$ cat src/rtl/escape_sequence_key_decoder_top_macros.svh
// ============================================================================
// Escape sequence key decoder assertion macros
// Clocked assertion wrappers used by the decoder top module.
// ============================================================================
`ifndef ESCAPE_SEQUENCE_KEY_DECODER_TOP_MACROS_SVH
`define ESCAPE_SEQUENCE_KEY_DECODER_TOP_MACROS_SVH

// Check a property on every rising clock edge outside reset.
`define ESCKD_ASSERT(label, prop, msg) \
   label: assert property (@(posedge clock) disable iff (reset) (prop)) else $error(msg);

// Check a property on every rising clock edge, reset included.
`define ESCKD_ASSERT_ALWAYS(label, prop, msg) \
   label: assert property (@(posedge clock) (prop)) else $error(msg);

`endif

$ cat src/rtl/esckd_pkg.sv
// ============================================================================
// Escape sequence key decoder package
// Parser states, byte and key constants, key maps and the shared beat type.
// ============================================================================
`timescale 1ns / 1ps

package esckd_pkg;

   // Parser states
   typedef enum logic [1:0] {
      ST_IDLE = 2'd0,
      ST_ESC  = 2'd1,
      ST_WAIT = 2'd2
   } parse_state_type;

   // Input operation codes
   localparam logic OP_BYTE = 1'b0;
   localparam logic OP_TICK = 1'b1;

   // Terminal bytes
   localparam logic [7:0] BYTE_ESC = 8'h1B;
   localparam logic [7:0] BYTE_LB  = 8'h5B;
   localparam logic [7:0] FINAL_LO = 8'h40;
   localparam logic [7:0] FINAL_HI = 8'h7E;

   // Key codes
   localparam logic [7:0] KC_NONE = 8'd0;
   localparam logic [7:0] KC_ESC  = 8'd1;

   // Timeout register reset value
   localparam logic [15:0] TIMEOUT_RESET = 16'd1000;

   // Default depth of the result queue
   localparam int RSP_DEPTH = 4;

   // Keys produced by one accepted input beat
   typedef struct packed {
      logic [1:0] count;
      logic [7:0] key0;
      logic [7:0] key1;
   } key_beat_type;

   // Map a plain byte to its key, none when unmapped
   function automatic logic [7:0] plain_key(input logic [7:0] b);
      logic [7:0] k;
      unique case (b)
         8'h1B:   k = 8'd1;
         8'h30:   k = 8'd11;
         8'h31:   k = 8'd2;
         8'h32:   k = 8'd3;
         8'h33:   k = 8'd4;
         8'h34:   k = 8'd5;
         8'h35:   k = 8'd6;
         8'h36:   k = 8'd7;
         8'h37:   k = 8'd8;
         8'h38:   k = 8'd9;
         8'h39:   k = 8'd10;
         8'h20:   k = 8'd57;
         8'h71:   k = 8'd16;
         8'h51:   k = 8'd16;
         8'h0A:   k = 8'd28;
         default: k = KC_NONE;
      endcase
      return k;
   endfunction

   // Map a final byte to its arrow key, none when unmapped
   function automatic logic [7:0] final_key(input logic [7:0] b);
      logic [7:0] k;
      unique case (b)
         8'h41:   k = 8'd103;
         8'h42:   k = 8'd108;
         8'h43:   k = 8'd106;
         8'h44:   k = 8'd105;
         default: k = KC_NONE;
      endcase
      return k;
   endfunction

endpackage

$ cat src/rtl/escape_sequence_key_decoder_top.sv
// ============================================================================
// Escape sequence key decoder
// Terminal bytes and ticks in, Linux key codes out.
// ============================================================================
// Each accepted req beat is parsed in the cycle it arrives and its keys
// (zero, one or two) land in a small result queue of RSP_DEPTH entries; a
// new req beat is taken every cycle while the queue has room for two keys.
// The rsp side drains one key per cycle while rsp_ready is high; a beat
// that yields two keys (ESC then a mapped byte other than ESC) takes two
// rsp handshakes. rsp_last marks the final key produced by one req beat.
// The escape timeout is set by the csr write port, which is always ready
// and takes effect on the next beat.
`timescale 1ns / 1ps
`include "escape_sequence_key_decoder_top_macros.svh"

module escape_sequence_key_decoder_top #(
   parameter int RSP_DEPTH = esckd_pkg::RSP_DEPTH
) (
   input  logic        clock,
   input  logic        reset,
   input  logic        req_valid,
   output logic        req_ready,
   input  logic        req_operation,
   input  logic [7:0]  req_byte_value,
   output logic        rsp_valid,
   input  logic        rsp_ready,
   output logic [7:0]  rsp_key_code,
   output logic        rsp_last,
   input  logic        csr_valid,
   output logic        csr_ready,
   input  logic [15:0] csr_escape_timeout_ticks
);

   localparam int OCC_W = $clog2(RSP_DEPTH + 1);

   logic                    req_accept;
   logic                    rsp_pop;
   logic [1:0]              push;
   logic [OCC_W-1:0]        occupancy;
   logic [15:0]             timeout_ff;
   esckd_pkg::key_beat_type beat;

   // Take a req beat only when the queue can absorb two keys
   assign req_ready  = (occupancy <= OCC_W'(RSP_DEPTH - 2));
   assign req_accept = req_valid && req_ready;
   assign rsp_pop    = rsp_valid && rsp_ready;
   assign push       = req_accept ? beat.count : 2'd0;
   assign csr_ready  = 1'b1;

   // Hold the timeout register
   always_ff @(posedge clock) begin
      if (reset) begin
         timeout_ff <= esckd_pkg::TIMEOUT_RESET;
      end else if (csr_valid) begin
         timeout_ff <= csr_escape_timeout_ticks;
      end
   end

   esckd_parser u_parser (
      .clock         (clock),
      .reset         (reset),
      .accept        (req_accept),
      .operation     (req_operation),
      .byte_value    (req_byte_value),
      .timeout_ticks (timeout_ff),
      .beat          (beat)
   );

   esckd_key_fifo #(
      .DEPTH (RSP_DEPTH)
   ) u_key_fifo (
      .clock     (clock),
      .reset     (reset),
      .push      (push),
      .beat      (beat),
      .pop       (rsp_pop),
      .valid     (rsp_valid),
      .key_code  (rsp_key_code),
      .last      (rsp_last),
      .occupancy (occupancy)
   );

   // Queue never overfills
   `ESCKD_ASSERT(a_no_overflow, occupancy <= OCC_W'(RSP_DEPTH), "result queue overflow")

   // Occupancy tracks pushed and popped keys
   `ESCKD_ASSERT(a_occ_track, !$past(reset) |-> (occupancy == $past(occupancy) + OCC_W'($past(push)) - OCC_W'($past(rsp_pop))), "result queue count mismatch")

   // Reset empties the queue
   `ESCKD_ASSERT_ALWAYS(a_reset_empty, reset |=> !rsp_valid, "result queue not empty after reset")

endmodule

$ cat src/rtl/esckd_parser.sv
// ============================================================================
// Escape sequence parser
// Three-state parser with elapsed tick counter; yields up to two keys a beat.
// ============================================================================
`timescale 1ns / 1ps

module esckd_parser (
   input  logic                   clock,
   input  logic                   reset,
   input  logic                   accept,
   input  logic                   operation,
   input  logic [7:0]             byte_value,
   input  logic [15:0]            timeout_ticks,
   output esckd_pkg::key_beat_type beat
);

   esckd_pkg::parse_state_type state_ff, state_in;
   logic [15:0] elapsed_ff, elapsed_in;
   logic [16:0] tick_sum;
   logic        tick_fire;
   logic        in_final;
   logic [7:0]  plain_k;
   logic [7:0]  final_k;

   // Shared lookups and compares
   assign tick_sum  = {1'b0, elapsed_ff} + 17'd1;
   assign tick_fire = tick_sum > {1'b0, timeout_ticks};
   assign in_final  = (byte_value >= esckd_pkg::FINAL_LO) &&
                      (byte_value <= esckd_pkg::FINAL_HI);
   assign plain_k   = esckd_pkg::plain_key(byte_value);
   assign final_k   = esckd_pkg::final_key(byte_value);

   // Next state and elapsed count
   always_comb begin
      state_in   = state_ff;
      elapsed_in = elapsed_ff;
      if (operation == esckd_pkg::OP_TICK) begin
         if (state_ff != esckd_pkg::ST_IDLE) begin
            if (tick_fire) begin
               state_in = esckd_pkg::ST_IDLE;
            end else begin
               elapsed_in = tick_sum[15:0];
            end
         end
      end else begin
         unique case (state_ff)
            esckd_pkg::ST_IDLE: begin
               if (byte_value == esckd_pkg::BYTE_ESC) begin
                  state_in   = esckd_pkg::ST_ESC;
                  elapsed_in = '0;
               end
            end
            esckd_pkg::ST_ESC: begin
               if (byte_value == esckd_pkg::BYTE_LB) begin
                  state_in = esckd_pkg::ST_WAIT;
               end else if (byte_value != esckd_pkg::BYTE_ESC) begin
                  state_in = esckd_pkg::ST_IDLE;
               end
            end
            esckd_pkg::ST_WAIT: begin
               if (in_final) begin
                  state_in = esckd_pkg::ST_IDLE;
               end
            end
            default: begin
               state_in = esckd_pkg::ST_IDLE;
            end
         endcase
      end
   end

   // Keys emitted by this beat
   always_comb begin
      beat.count = 2'd0;
      beat.key0  = esckd_pkg::KC_ESC;
      beat.key1  = plain_k;
      if (operation == esckd_pkg::OP_TICK) begin
         if ((state_ff != esckd_pkg::ST_IDLE) && tick_fire) begin
            beat.count = 2'd1;
         end
      end else begin
         unique case (state_ff)
            esckd_pkg::ST_IDLE: begin
               beat.key0 = plain_k;
               if ((byte_value != esckd_pkg::BYTE_ESC) && (plain_k != esckd_pkg::KC_NONE)) begin
                  beat.count = 2'd1;
               end
            end
            esckd_pkg::ST_ESC: begin
               if (byte_value == esckd_pkg::BYTE_ESC) begin
                  beat.count = 2'd1;
               end else if (byte_value != esckd_pkg::BYTE_LB) begin
                  beat.count = (plain_k != esckd_pkg::KC_NONE) ? 2'd2 : 2'd1;
               end
            end
            esckd_pkg::ST_WAIT: begin
               beat.key0 = final_k;
               if (in_final && (final_k != esckd_pkg::KC_NONE)) begin
                  beat.count = 2'd1;
               end
            end
            default: begin
               beat.count = 2'd0;
            end
         endcase
      end
   end

   // Advance state on an accepted beat
   always_ff @(posedge clock) begin
      if (reset) begin
         state_ff   <= esckd_pkg::ST_IDLE;
         elapsed_ff <= '0;
      end else if (accept) begin
         state_ff   <= state_in;
         elapsed_ff <= elapsed_in;
      end
   end

endmodule

$ cat src/rtl/esckd_key_fifo.sv
// ============================================================================
// Escape sequence key result queue
// Register queue taking up to two keys a beat and handing out one a beat.
// ============================================================================
`timescale 1ns / 1ps

module esckd_key_fifo #(
   parameter int DEPTH = esckd_pkg::RSP_DEPTH
) (
   input  logic                              clock,
   input  logic                              reset,
   input  logic [1:0]                        push,
   input  esckd_pkg::key_beat_type           beat,
   input  logic                              pop,
   output logic                              valid,
   output logic [7:0]                        key_code,
   output logic                              last,
   output logic [$clog2(DEPTH+1)-1:0]        occupancy
);

   localparam int PTR_W = $clog2(DEPTH);
   localparam int OCC_W = $clog2(DEPTH + 1);

   logic [7:0]       key_ff  [DEPTH];
   logic             last_ff [DEPTH];
   logic [PTR_W-1:0] wr_ptr_ff, wr_ptr_in, wr_ptr_next;
   logic [PTR_W-1:0] rd_ptr_ff, rd_ptr_in;
   logic [OCC_W-1:0] count_ff, count_in;

   function automatic logic [PTR_W-1:0] ptr_inc(input logic [PTR_W-1:0] p);
      return (p == PTR_W'(DEPTH - 1)) ? '0 : p + PTR_W'(1);
   endfunction

   // Pointer and count updates
   always_comb begin
      wr_ptr_next = ptr_inc(wr_ptr_ff);
      unique case (push)
         2'd1:    wr_ptr_in = wr_ptr_next;
         2'd2:    wr_ptr_in = ptr_inc(wr_ptr_next);
         default: wr_ptr_in = wr_ptr_ff;
      endcase
      rd_ptr_in = pop ? ptr_inc(rd_ptr_ff) : rd_ptr_ff;
      count_in  = count_ff + OCC_W'(push) - OCC_W'(pop);
   end

   // Hold control state
   always_ff @(posedge clock) begin
      if (reset) begin
         wr_ptr_ff <= '0;
         rd_ptr_ff <= '0;
         count_ff  <= '0;
      end else begin
         wr_ptr_ff <= wr_ptr_in;
         rd_ptr_ff <= rd_ptr_in;
         count_ff  <= count_in;
      end
   end

   // Write the first key and, for a pair, the second behind it
   always_ff @(posedge clock) begin
      for (int i = 0; i < DEPTH; i++) begin
         if ((push != 2'd0) && (wr_ptr_ff == PTR_W'(i))) begin
            key_ff[i]  <= beat.key0;
            last_ff[i] <= (push == 2'd1);
         end else if ((push == 2'd2) && (wr_ptr_next == PTR_W'(i))) begin
            key_ff[i]  <= beat.key1;
            last_ff[i] <= 1'b1;
         end
      end
   end

   assign valid     = (count_ff != '0);
   assign key_code  = key_ff[rd_ptr_ff];
   assign last      = last_ff[rd_ptr_ff];
   assign occupancy = count_ff;

endmodule

$ cat config.mk
export PLATFORM = sky130hd
export DESIGN_NAME = escape_sequence_key_decoder_top
export DESIGN_NICKNAME = d
export VERILOG_FILES = /design/src/rtl/esckd_pkg.sv /design/src/rtl/escape_sequence_key_decoder_top.sv /design/src/rtl/esckd_parser.sv /design/src/rtl/esckd_key_fifo.sv
export VERILOG_INCLUDE_DIRS = /design/src /design/src/rtl
export SDC_FILE = /design/constraint.sdc
export NUM_CORES = 1
export LEC_CHECK = 0
export BUFFER_PORTS_ARGS = -buffer_cell sky130_fd_sc_hd__buf_2
export CAP_MARGIN = 0
export CELL_PAD_IN_SITES_DETAIL_PLACEMENT = 1
export CELL_PAD_IN_SITES_GLOBAL_PLACEMENT = 1
export CORE_AREA = 5 5 108 110
export CTS_CLUSTER_DIAMETER = 200
export DETAILED_ROUTE_END_ITERATION = 7
export DIE_AREA = 0 0 113 115
export GPL_ROUTABILITY_DRIVEN = 0
export HOLD_SLACK_MARGIN = 0.06
export PLACE_DENSITY_LB_ADDON = 0.1
export SLEW_MARGIN = 10
export SYNTH_ARGS = -nofsm -noshare
export SYNTH_HDL_FRONTEND = slang
export SYNTH_HIERARCHICAL = 1
export SYNTH_SLANG_ARGS = --single-unit
export TNS_END_PERCENT = 30
$ cat constraint.sdc
create_clock -name clock -period 5.9 [get_ports clock]
set_clock_uncertainty 0.05 [all_clocks]
set_input_delay 0.59 -clock clock [delete_from_list [all_inputs] [get_ports clock]]
set_output_delay 0.59 -clock clock [all_outputs]
set_load 0.005 [all_outputs]
== Word-level counts from Yosys, hierarchy flattened ==
Memory sizes are Yosys's and may differ from the RTL's. A register that Yosys moved wholly into a read port is not among the register bits.
Cells that the tools add are included.

* Bits in registers: 41
* Output and inout bits: 12
* Bits in writable memories: 36
* Memories kept: 2
* Word-level logic and storage cells: 171
* Input port bits: 30

* Mux-type cells: 74
* Reduce and logical (&&, ||, !) cells: 32
* Eq/ne operators: 39
* $lt $le $gt $ge: 4
* Bitwise gates (word level): 8
* $add $sub $neg: 6

{| class="wikitable"
|+ Memories
! name !! words !! width !! rd ports !! clocked after Yosys merged registers in !! wr ports !! line !! RTL
|-
| u_key_fifo.key_ff || 4 || 8 || 1 || 1 || 2 || esckd_key_fifo.sv:24 || <nowiki>logic [7:0] key_ff [DEPTH];</nowiki>
|-
| u_key_fifo.last_ff || 4 || 1 || 1 || 1 || 2 || esckd_key_fifo.sv:25 || <nowiki>logic last_ff [DEPTH];</nowiki>
|}

{| class="wikitable"
|+ Operators with widths
! operator !! number
|-
| $eq 8x6->1 const B || 11
|-
| $pmux 6 s14 || 1
|-
| $mux 16 || 5
|-
| $eq 8x7->1 const B || 7
|-
| $mux 8 || 7
|-
| $mux 2 || 23
|-
| $mux 1 || 33
|-
| $pmux 7 s4 || 1
|-
| $add 16x1->17 const B || 1
|-
| $gt 17x16->1 || 1
|-
| $reduce_bool 8->1 || 2
|-
| $reduce_or 8->1 || 2
|-
| $eq 2x2->1 const B || 7
|-
| $logic_and 1x1->1 || 14
|-
| $pmux 7 s2 || 1
|-
| $pmux 2 s3 || 2
|-
| $reduce_bool 2->1 || 5
|-
| $eq 2x1->1 const B || 4
|-
| $eq 8x4->1 const B || 1
|-
| $eq 8x5->1 const B || 1
|-
| $ge 8x7->1 const B || 1
|-
| $le 8x7->1 const B || 1
|-
| $ne 8x5->1 const B || 1
|-
| $ne 8x7->1 const B || 1
|-
| other kinds (16) || 30
|}

== Logic depth before layout (Yosys ltp) ==
Gate-level depths: netlist of the first run.

* Depth in word-level cells: 18
* Mapped depth: 21
* Gate-level depth less buffers: 21

== By module ==
Netlist of the first run, hierarchy kept.

{| class="wikitable"
|+ Modules (own cells, without submodules)
! module !! area an instance (sq um) !! cells an instance !! instances
|-
| esckd_key_fifo || 2337.2 || 153 || 1
|-
| esckd_parser || 1978.1 || 262 || 1
|-
| escape_sequence_key_decoder_top || 655.6 || 60 || 1
|}

== Worst setup path before layout of the first run ==
No wires, ideal clock.

* Path type: register to register
* Start: reg u_parser.elapsed_ff[2]
* End: mem u_key_fifo.key_ff[0][0], enable pin
* Slack: 1384 ps
* Setup time: 387 ps
* Cell stages (with the launch flop): 17
* Data required time: 5463 ps
* Arrival: 4079 ps
* Path through: dfxtp_1 > clkbuf_2 > nand3_1 > nor3_1 > nand3_1 > or2_2 > xnor2_1 > ha_1 > nand4_1 > o21ai_0 > o21a_4 > o21ai_0 > o21a_1 > and4b_1 > inv_1 > ha_1 > o21ai_0

{| class="wikitable"
|+ RTL lines
! item !! line !! RTL
|-
| from (decl) || esckd_parser.sv:18 || <nowiki>logic [15:0] elapsed_ff, elapsed_in;</nowiki>
|-
| from (signal assigned) || esckd_parser.sv:116 || <nowiki>elapsed_ff <= elapsed_in;</nowiki>
|-
| to (decl) || esckd_key_fifo.sv:24 ||
|}

==> results of run 1 <==
## worst paths after layout
path / startpoint / endpoint / slack [ns] / depth (start not counted)
setup / recovery: u_parser/elapsed_ff[2] / u_key_fifo/key_ff[3][1] / 0.58 / 16
hold reg to reg: u_key_fifo/last_ff[2] / u_key_fifo/last_ff[2] / 0.45 / 1
setup reg to reg: u_parser/elapsed_ff[2] / u_key_fifo/key_ff[3][1] / 0.58 / 16
hold / removal: csr_escape_timeout_ticks[8] / timeout_ff[8] / 0.38 / 2
## critical path, delay by kind of cell, from the launching register on
kind,cells,cell delay (ns)
flip-flops,1,0.45
multiplexers,1,0.39
XOR/XNOR,1,0.22
AO/OA/AOI/OAI,5,1.19
AND/OR/NAND/NOR,5,1.98
buffers and inverters,2,0.25
adder cells (fa/ha/maj),2,0.53
## per-stage QoR
step	instance area [um2]	utilization	setup WS (ns)	hold WS (ns)
after detailed placement	5238	0.4940	0.6813	0.4352
after floorplan	4979	-	1.384	0.3810
after global routing	5482	0.5170	0.1947	0.3670
after global placement	5238	0.4940	0.7671	0.4244
final	5482	0.5170	0.5849	0.3823
after CTS	5482	0.5170	0.5487	0.3697
## cells by family (layout without fill, tap and decap cells)
group / Yosys count / after routing / synth area share
mux: 57 / 57 / 0.1460
xor+xnor: 21 / 21 / 0.03700
buf+inv: 59 / 97 / 0.05663
flops: 79 / 79 / 0.3886
fa+ha+maj: 33 / 33 / 0.08457
other cells: 2 / 4 / 0.001511
simple gates: 153 / 153 / 0.1586
compound gates: 71 / 71 / 0.1271
## layer usage
metal	part of all wire	routed length (um)
met1	0.49	6064
met2	0.46	5754
met3	0.039	490
met4	0.0096	119
met5	0	0
## layout make-up
cell class | count | area, um2
fillers | 1213 | 5121
multi-input cells | 339 | 2765
flip-flops and latches | 79 | 1932
repair buffers | 43 | 222.7
well taps | 140 | 175.2
inverters | 38 | 142.6
clock buffers | 9 | 123.9
clock inverters | 7 | 120.1
## flip-flops by register name (all words and copies together), names as in the netlist, named ones only
register and cells:
timeout_ff 16, u_key_fifo/wr_ptr_ff 2, u_key_fifo/last_ff 4, u_key_fifo/rd_ptr_ff 2
u_key_fifo/key_ff 32, u_parser/state_ff 2, u_key_fifo/occupancy 3, u_parser/elapsed_ff 16
## power by group
group          total [uW]  internal (uW)  switching, uW
combinational         260            131            128
sequential            642            602           40.0
clock                 494            282            212
total                1400           1020            380
## Yosys cell counts (all sizes together), types with 3 or more instances
library cell,n,area share
dfxtp,44,0.18
nor2,43,0.033
inv,38,0.029
edfxtp,35,0.21
mux2,34,0.077
ha,32,0.081
nand2,31,0.023
o21ai,15,0.015
mux2i,14,0.028
nand3,14,0.014
xnor2,14,0.025
nor3,12,0.012
a21oi,11,0.020
clkbuf,11,0.0091
buf,10,0.019
mux4,9,0.041
nor2b,9,0.011
a211o,7,0.012
a221o,7,0.016
nand4,7,0.0088
xor2,7,0.012
and2,6,0.0076
a22o,5,0.010
and3,4,0.0050
nor4,4,0.0050
or2,4,0.0050
a211oi,3,0.0055
and2b,3,0.0060
and4,3,0.0053
o22a,3,0.0058
o31ai,3,0.0045
==> flow_results.org, run 1 <==
** GRT
- The first global-routing pass estimated 20640 um of wire.
- For this run, global-route usage on met2 was measured as 0.3325.
- GRT met1 Usage :: 0.2772
- For met3 alone, demand over resource in global routing was 0.03526.
- Grt total ovfl :: 0
- Largest net degree at the start of global routing :: 30
- In the global route stage, overall resource usage came out at 0.2018.
- The initial antenna violation count is 0.
- The via count of the first global-routing pass was 3922.
- The global routing stage identified its most utilized layer as met2.

** Drt
- Sum of routed wire length over all layers :: 12430 um
- In this run the remaining antenna-violating nets after routing total 0.
- After the first detailed-routing iteration, the DRC count stood at 147.
- DR WL/cell :: 18.97 um
- In the routed design, unresolved DRC markers number 0.
- The routed layout has 3655 vias.
- The first detailed-routing pass took 4 iterations.
- Dividing the detail-routed via count by the number of cells gives 5.580.

** Yosys
- Yosys printed 6 warnings.
- Mapped Area :: 4971 um2
- The synthesized design contains 35 enable-type register cells.
- Async set-reset flop share out of synthesis :: 0
- Each instance of the synthesized netlist takes up on average 10.47 um2.
- The synthesized design contains 79 register bits.
- Sequential share of the synthesized area :: 0.3886
- In this run, distinct cell masters in the synthesized netlist total 68.
- In the synthesized netlist, the number of instances is 475.
- Dominant synthesized flop cell :: sky130_fd_sc_hd__dfxtp_1

** Floorplanning
- Std-Cell Core Area :: 10600 um2
- Horiz. Die Dim :: 113 um
- Die Y :: 115 um
- The die covers 13000 um2.
- In this run the count of I/O pins placed on the die edge is 42.
- Number of core rows :: 38
- For this configuration, the core starts out at a cell density of 0.4688.

** STA
- Hold violation total from the final report :: 0
- Timing would allow up to 0.1881 GHz.
- Setup violations remaining at the end of the flow were counted as 0.
- The count of pins over their slew limit is 0.
- Final setup TNS :: 0 ns
- For the finished layout, the period the worst path requires is 5.315 ns.
- Least-Margin Pin Slew :: 0.8439 ns
- Period utilisation layout :: 0.9009
- Setup repair after global routing left no endpoint under its margin.
- Slew headroom :: 0.4326

** Placed design
- Buffers placed on the I/O ports in this run total 40.
- Cell total after placement :: 639
- Once detailed placement completed, the half-perimeter wirelength came to 9181 um.

** Layout
- Excluding fillers, the count of instances in the completed layout stands at 655.
- The number of antenna diodes in the final layout is 0.
- Highest-count cells in the layout ignoring fill and taps :: sky130_fd_sc_hd__dfxtp_1, sky130_fd_sc_hd__nor2_1, sky130_fd_sc_hd__buf_2
- Compared with the post-synthesis result, the final layout area differs by 10.27%.
- Of the cells placed in the final design, the portion with a size suffix greater than 1 is 0.2641.
- After the last flow step, the layout net total stands at 573.
- Most common library cell in the layout ignoring fill and taps :: sky130_fd_sc_hd__dfxtp_1

** Power
- Power Dens Cells :: 254.6 nW/um2
- Total design power :: 1396 uW
- Worst voltage drop across the vdd grid :: 0.1638 mV
- In this run the static leakage power is 0.002213 uW.

** Job
- The tool flagged a number of max-cap violations equal to 0.

** CTS
- Clock tree synthesis selected as its root buffer the cell sky130_fd_sc_hd__clkbuf_8.
- Post_cts resized :: 0
- At the later pin of the worst-skew pair, clock insertion delay measures 0.36 ns.
- Hold buffer count at CTS :: 0
- TritonCTS built the clock tree.
- Post-CTS setup buffers :: 0
- Buffers inserted during clock tree synthesis total 9.
- The longest clock path from root to sink contains 2 buffers.
- Number of levels in the clock H-tree :: 3
- After clock tree synthesis, the clock-pin slew on the worst setup and hold paths is 0.08 ns.
- The clock net in this run drives a total of 79 sinks.

** Min path
- Path category of the worst min-delay check :: in2reg

** Setup path
- Worst Setup Path Type :: reg2reg
- Max stage delay on crit path :: 0.75 ns
- At the worst endpoint, the required time is 5.96 ns.
- STA classifies the critical path endpoint as a flip-flop.
- Worst Path Arrival :: 5.38 ns
- The worst setup path is launched from a flip-flop.
- Cell-by-cell trace of the critical path :: nand3_1 > nor3_1 > nand3_1 > or2_2 > xnor2_1 > ha_1 > o21ai_0 > o21a_4 > o21ai_0 > o21a_1 > and4b_1 > inv_1 > ha_1 > inv_2 > a21oi_4 > mux2_2
- Critical Path Fanout Max :: 9
- Crit path max-delay cell type :: sky130_fd_sc_hd__nor3_1

** Status
- Outcome :: complete, no violations
(Power assumes the default switching activity.)
==> run 2, diff against run 1 <==
Settings changed: CORE_AREA 5 5 108 110 to 5 5 105 107, DIE_AREA 0 0 113 115 to 0 0 110 112, SYNTH_HIERARCHICAL 1 to not set.
==> flow_results.org, run 2 <==
** Yosys
- The synthesized design contains 75 register bits.
- Biggest area consumer among synthesized cells :: sky130_fd_sc_hd__dfxtp_1
- In the post-synthesis netlist, the cell with the most instances is sky130_fd_sc_hd__nor2_1.
- Commonest cells in the synthesized netlist :: sky130_fd_sc_hd__nor2_1, sky130_fd_sc_hd__dfxtp_1, sky130_fd_sc_hd__nand2_1
- Syn Nets :: 537
- The cell count after synthesis came out at 476.
- For this run, the number of Yosys warnings is 0.
- Average footprint of a synthesized cell :: 9.442 um2
- Of all flip-flops after synthesis, the portion carrying an async set or reset was 0.
- The synthesized design contains 30 enable-type register cells.
- Area share of the leading cell type in the synthesized netlist :: 0.2004
- Mapped Area :: 4494 um2
- Dominant synthesized flop cell :: sky130_fd_sc_hd__dfxtp_1
- Sorting the synthesized cells by area gives the leading types as sky130_fd_sc_hd__dfxtp_1, sky130_fd_sc_hd__edfxtp_1, sky130_fd_sc_hd__ha_1.
- The share of the Yosys chip area taken by registers is 0.4009.
- In this run, distinct cell masters in the synthesized netlist total 67.

** Drt
- Ratio of routed vias to standard cells :: 5.670
- Post-DRT Antenna Nets :: 0
- DR WL/cell :: 17.76 um
- The pre-antenna-repair detailed-routing pass consisted of 4 iterations.
- Total vias in the final route :: 3657
- Sum of routed wire length over all layers :: 11460 um
- In the routed design, unresolved DRC markers number 0.
- Starting DRC count in detailed routing :: 127

** CTS
- The number of gates resized after CTS was 0.
- Inserted Clock Buffers :: 9
- In this run the number of H-tree levels came out at 3.
- Worst-Skew Late Latency :: 0.37 ns
- Buffers added to address setup during post-CTS repair amount to 0.
- After clock tree synthesis, the clock-pin slew on the worst setup and hold paths is 0.08 ns.
- In this run the clock root is driven by a sky130_fd_sc_hd__clkbuf_8.
- Clock tree synthesis found a total of 75 sinks.
- Hold repair after CTS inserted 0 buffers.
- Clock Tree Buf Depth :: 2
- TritonCTS built the clock tree.

** Floorplanning
- Horiz. Die Dim :: 110 um
- The floorplan step set the die height to 112 um.
- Std-Cell Core Area :: 10050 um2
- The die covers 12320 um2.
- Pin placement for this block handled 42 I/O pins.
- The floorplan has 37 rows.
- The initial utilization of the core area, before any placement, comes to 0.4474.

** Setup path
- The worst register-to-register path has a setup slack of 0.89 ns.
- Required arrival time at the worst endpoint :: 5.94 ns
- Of all nets on the critical path, the largest fanout is 10.
- Worst Path Arrival :: 5.05 ns
- STA classifies the critical path endpoint as a flip-flop.
- CP startpoint kind :: flip-flop
- Max stage delay on crit path :: 0.42 ns
- Worst path bufs/invs :: 0
- Traced cell by cell, the critical path runs through and3_1 > and3_1 > and3_1 > nand3_1 > nor2_1 > xor2_1 > ha_1 > nand3_1 > nor3_1 > a211o_1 > o21a_1 > nor2_1 > or2_1 > a31o_1 > ha_1 > nand2_1 > nor2b_1 > nor2_1 > nor2b_1 > a21oi_1.
- Grouping stages by cell kind, the critical path spends the most delay in simple AND/OR/NAND/NOR gates.
- Crit path max-delay cell type :: sky130_fd_sc_hd__dfxtp_1
- The critical path is of the reg2reg type.

** GRT
- Number of antenna violations at the first check in global routing :: 0
- Vias in the first global route :: 3767
- Entering global routing, the biggest net connects 23 pins.
- Grt total ovfl :: 0
- GRT Overall Usage :: 0.1961
- The first global-routing pass estimated 18810 um of wire.

** STA
- Setup violations remaining at the end of the flow were counted as 0.
- For the pin with the worst max-slew slack, the measured transition is 0.8047 ns.
- The total count of hold-check failures in the final report came to 0.
- Max Transition Viols Final :: 0
- After routing, the total negative slack on setup checks comes to 0 ns.
- Slew headroom :: 0.4594
- Period utilisation layout :: 0.8486
- After layout, the minimum clock period comes to 5.007 ns.
- Timing would allow up to 0.1997 GHz.
- Setup repair after global routing left no endpoint under its margin.
- Hold timing on the final database bottoms out at a slack of 0.3889 ns.

** Placed design
- Cell total after placement :: 629
- Detailed-placement wirelength estimate :: 8779 um
- Input and output buffers added on the ports amount to 39.

** Layout
- Layout Cells excl Fill :: 645
- Highest-count cells in the layout ignoring fill and taps :: sky130_fd_sc_hd__nor2_1, sky130_fd_sc_hd__dfxtp_1, sky130_fd_sc_hd__nand2_1
- Most common library cell in the layout ignoring fill and taps :: sky130_fd_sc_hd__nor2_1
- The register with the most flip-flops in the layout has 28 of them.
- In the final layout, the share of cells above drive strength 1 is 0.1513.
- In the final layout, the registers with the most flip-flops are u_key_fifo.key_ff x28, timeout_ff x16, u_parser.elapsed_ff x16.
- Once layout is complete, the utilization of the core stands at 0.4917.
- # nets final :: 565
- 0 antenna diodes ended up in the layout.
- Counting flops per register, the top entry is u_key_fifo.key_ff.
- From synthesis to final layout, the design area changed by 9.911%.

** Power
- The worst-case IR drop observed on VDD is 0.1248 mV.
- For this design the static power due to leakage is 0.002040 uW.
- Power spread over the standard cell area amounts to 242.3 nW/um2.

** Job
- The tool flagged a number of max-cap violations equal to 0.

** Status
- The run finished with clean final reports.

** Min path
- Path category of the worst min-delay check :: in2reg
==> run 2: cell count changes after synthesis, moves of 9 or more <==
cell / delta
sky130_fd_sc_hd__mux2_2: -33
sky130_fd_sc_hd__o22ai_1: +15
sky130_fd_sc_hd__a21oi_1: +14
sky130_fd_sc_hd__nand2_1: +10
sky130_fd_sc_hd__inv_1: -9
sky130_fd_sc_hd__o21ai_0: -9
sky130_fd_sc_hd__o21ai_1: +9
==> run 2: cell type report <==
cell class	count	area [um2]
clock buffer	11	131.4
clock inverter	5	55.05
fill	1192	5106
inverter	28	105.1
multi-input combinational	351	2481
sequential	75	1802
tap	136	170.2
timing repair buffer	39	195.2
==> run 2: where the power goes <==
| group | leakage (uW) | internal (uW) | total, uW | switching (uW) |
|---|---|---|---|---|
| clock | 0.0000909 | 195 | 401 | 206 |
| combinational | 0.00133 | 106 | 211 | 104 |
| sequential | 0.000618 | 558 | 586 | 27.7 |
==> run 2: layer usage <==
metal,GRT usage,wire length (um),share of wire
met2,0.2876,5147,0.45
met3,0.03826,475,0.041
met4,0.07232,181,0.016
met5,0,0,0
met1,0.2842,5653,0.49
==> run 2: path summary, 6_finish.rpt <==
path / start / end / depth (start not counted)
worst max-delay path: u_parser.elapsed_ff[2] / u_key_fifo.key_ff[1][0] / 20
worst min register to register: u_key_fifo.last_ff[2] / u_key_fifo.last_ff[2] / 1
worst max register to register: u_parser.elapsed_ff[2] / u_key_fifo.key_ff[1][0] / 20
worst min-delay path: csr_escape_timeout_ticks[8] / timeout_ff[8] / 3
==> run 2: per-stage QoR <==
stage                     instance area [um2]  setup WS [ns]  power, uW
after global routing                     4940         0.5210       1262
after floorplan                          4494          1.595      741.0
after global placement                   4753          1.058      803.3
after CTS                                4940         0.9031       1211
final                                    4940         0.8934       1197
after detailed placement                 4753         0.9304      812.3
==> run 2: kinds of logic (layout without fill, tap and decap cells) <==
kind of cell | after synthesis | count (layout) | synth area share
compound gates | 99 | 99 | 0.1526
xor+xnor | 20 | 20 | 0.03897
fa+ha+maj | 31 | 31 | 0.08797
buf+inv | 50 | 83 | 0.04705
flops | 75 | 75 | 0.4009
mux | 21 | 21 | 0.06932
other cells | 2 | 2 | 0.001671
simple gates | 178 | 178 | 0.2016
==> run 2: tightest hold or removal path: stages <==
cell and delay [ns]:
sky130_fd_sc_hd__buf_2 0.08, sky130_fd_sc_hd__nand2_1 0.04, sky130_fd_sc_hd__o211ai_1 0.06
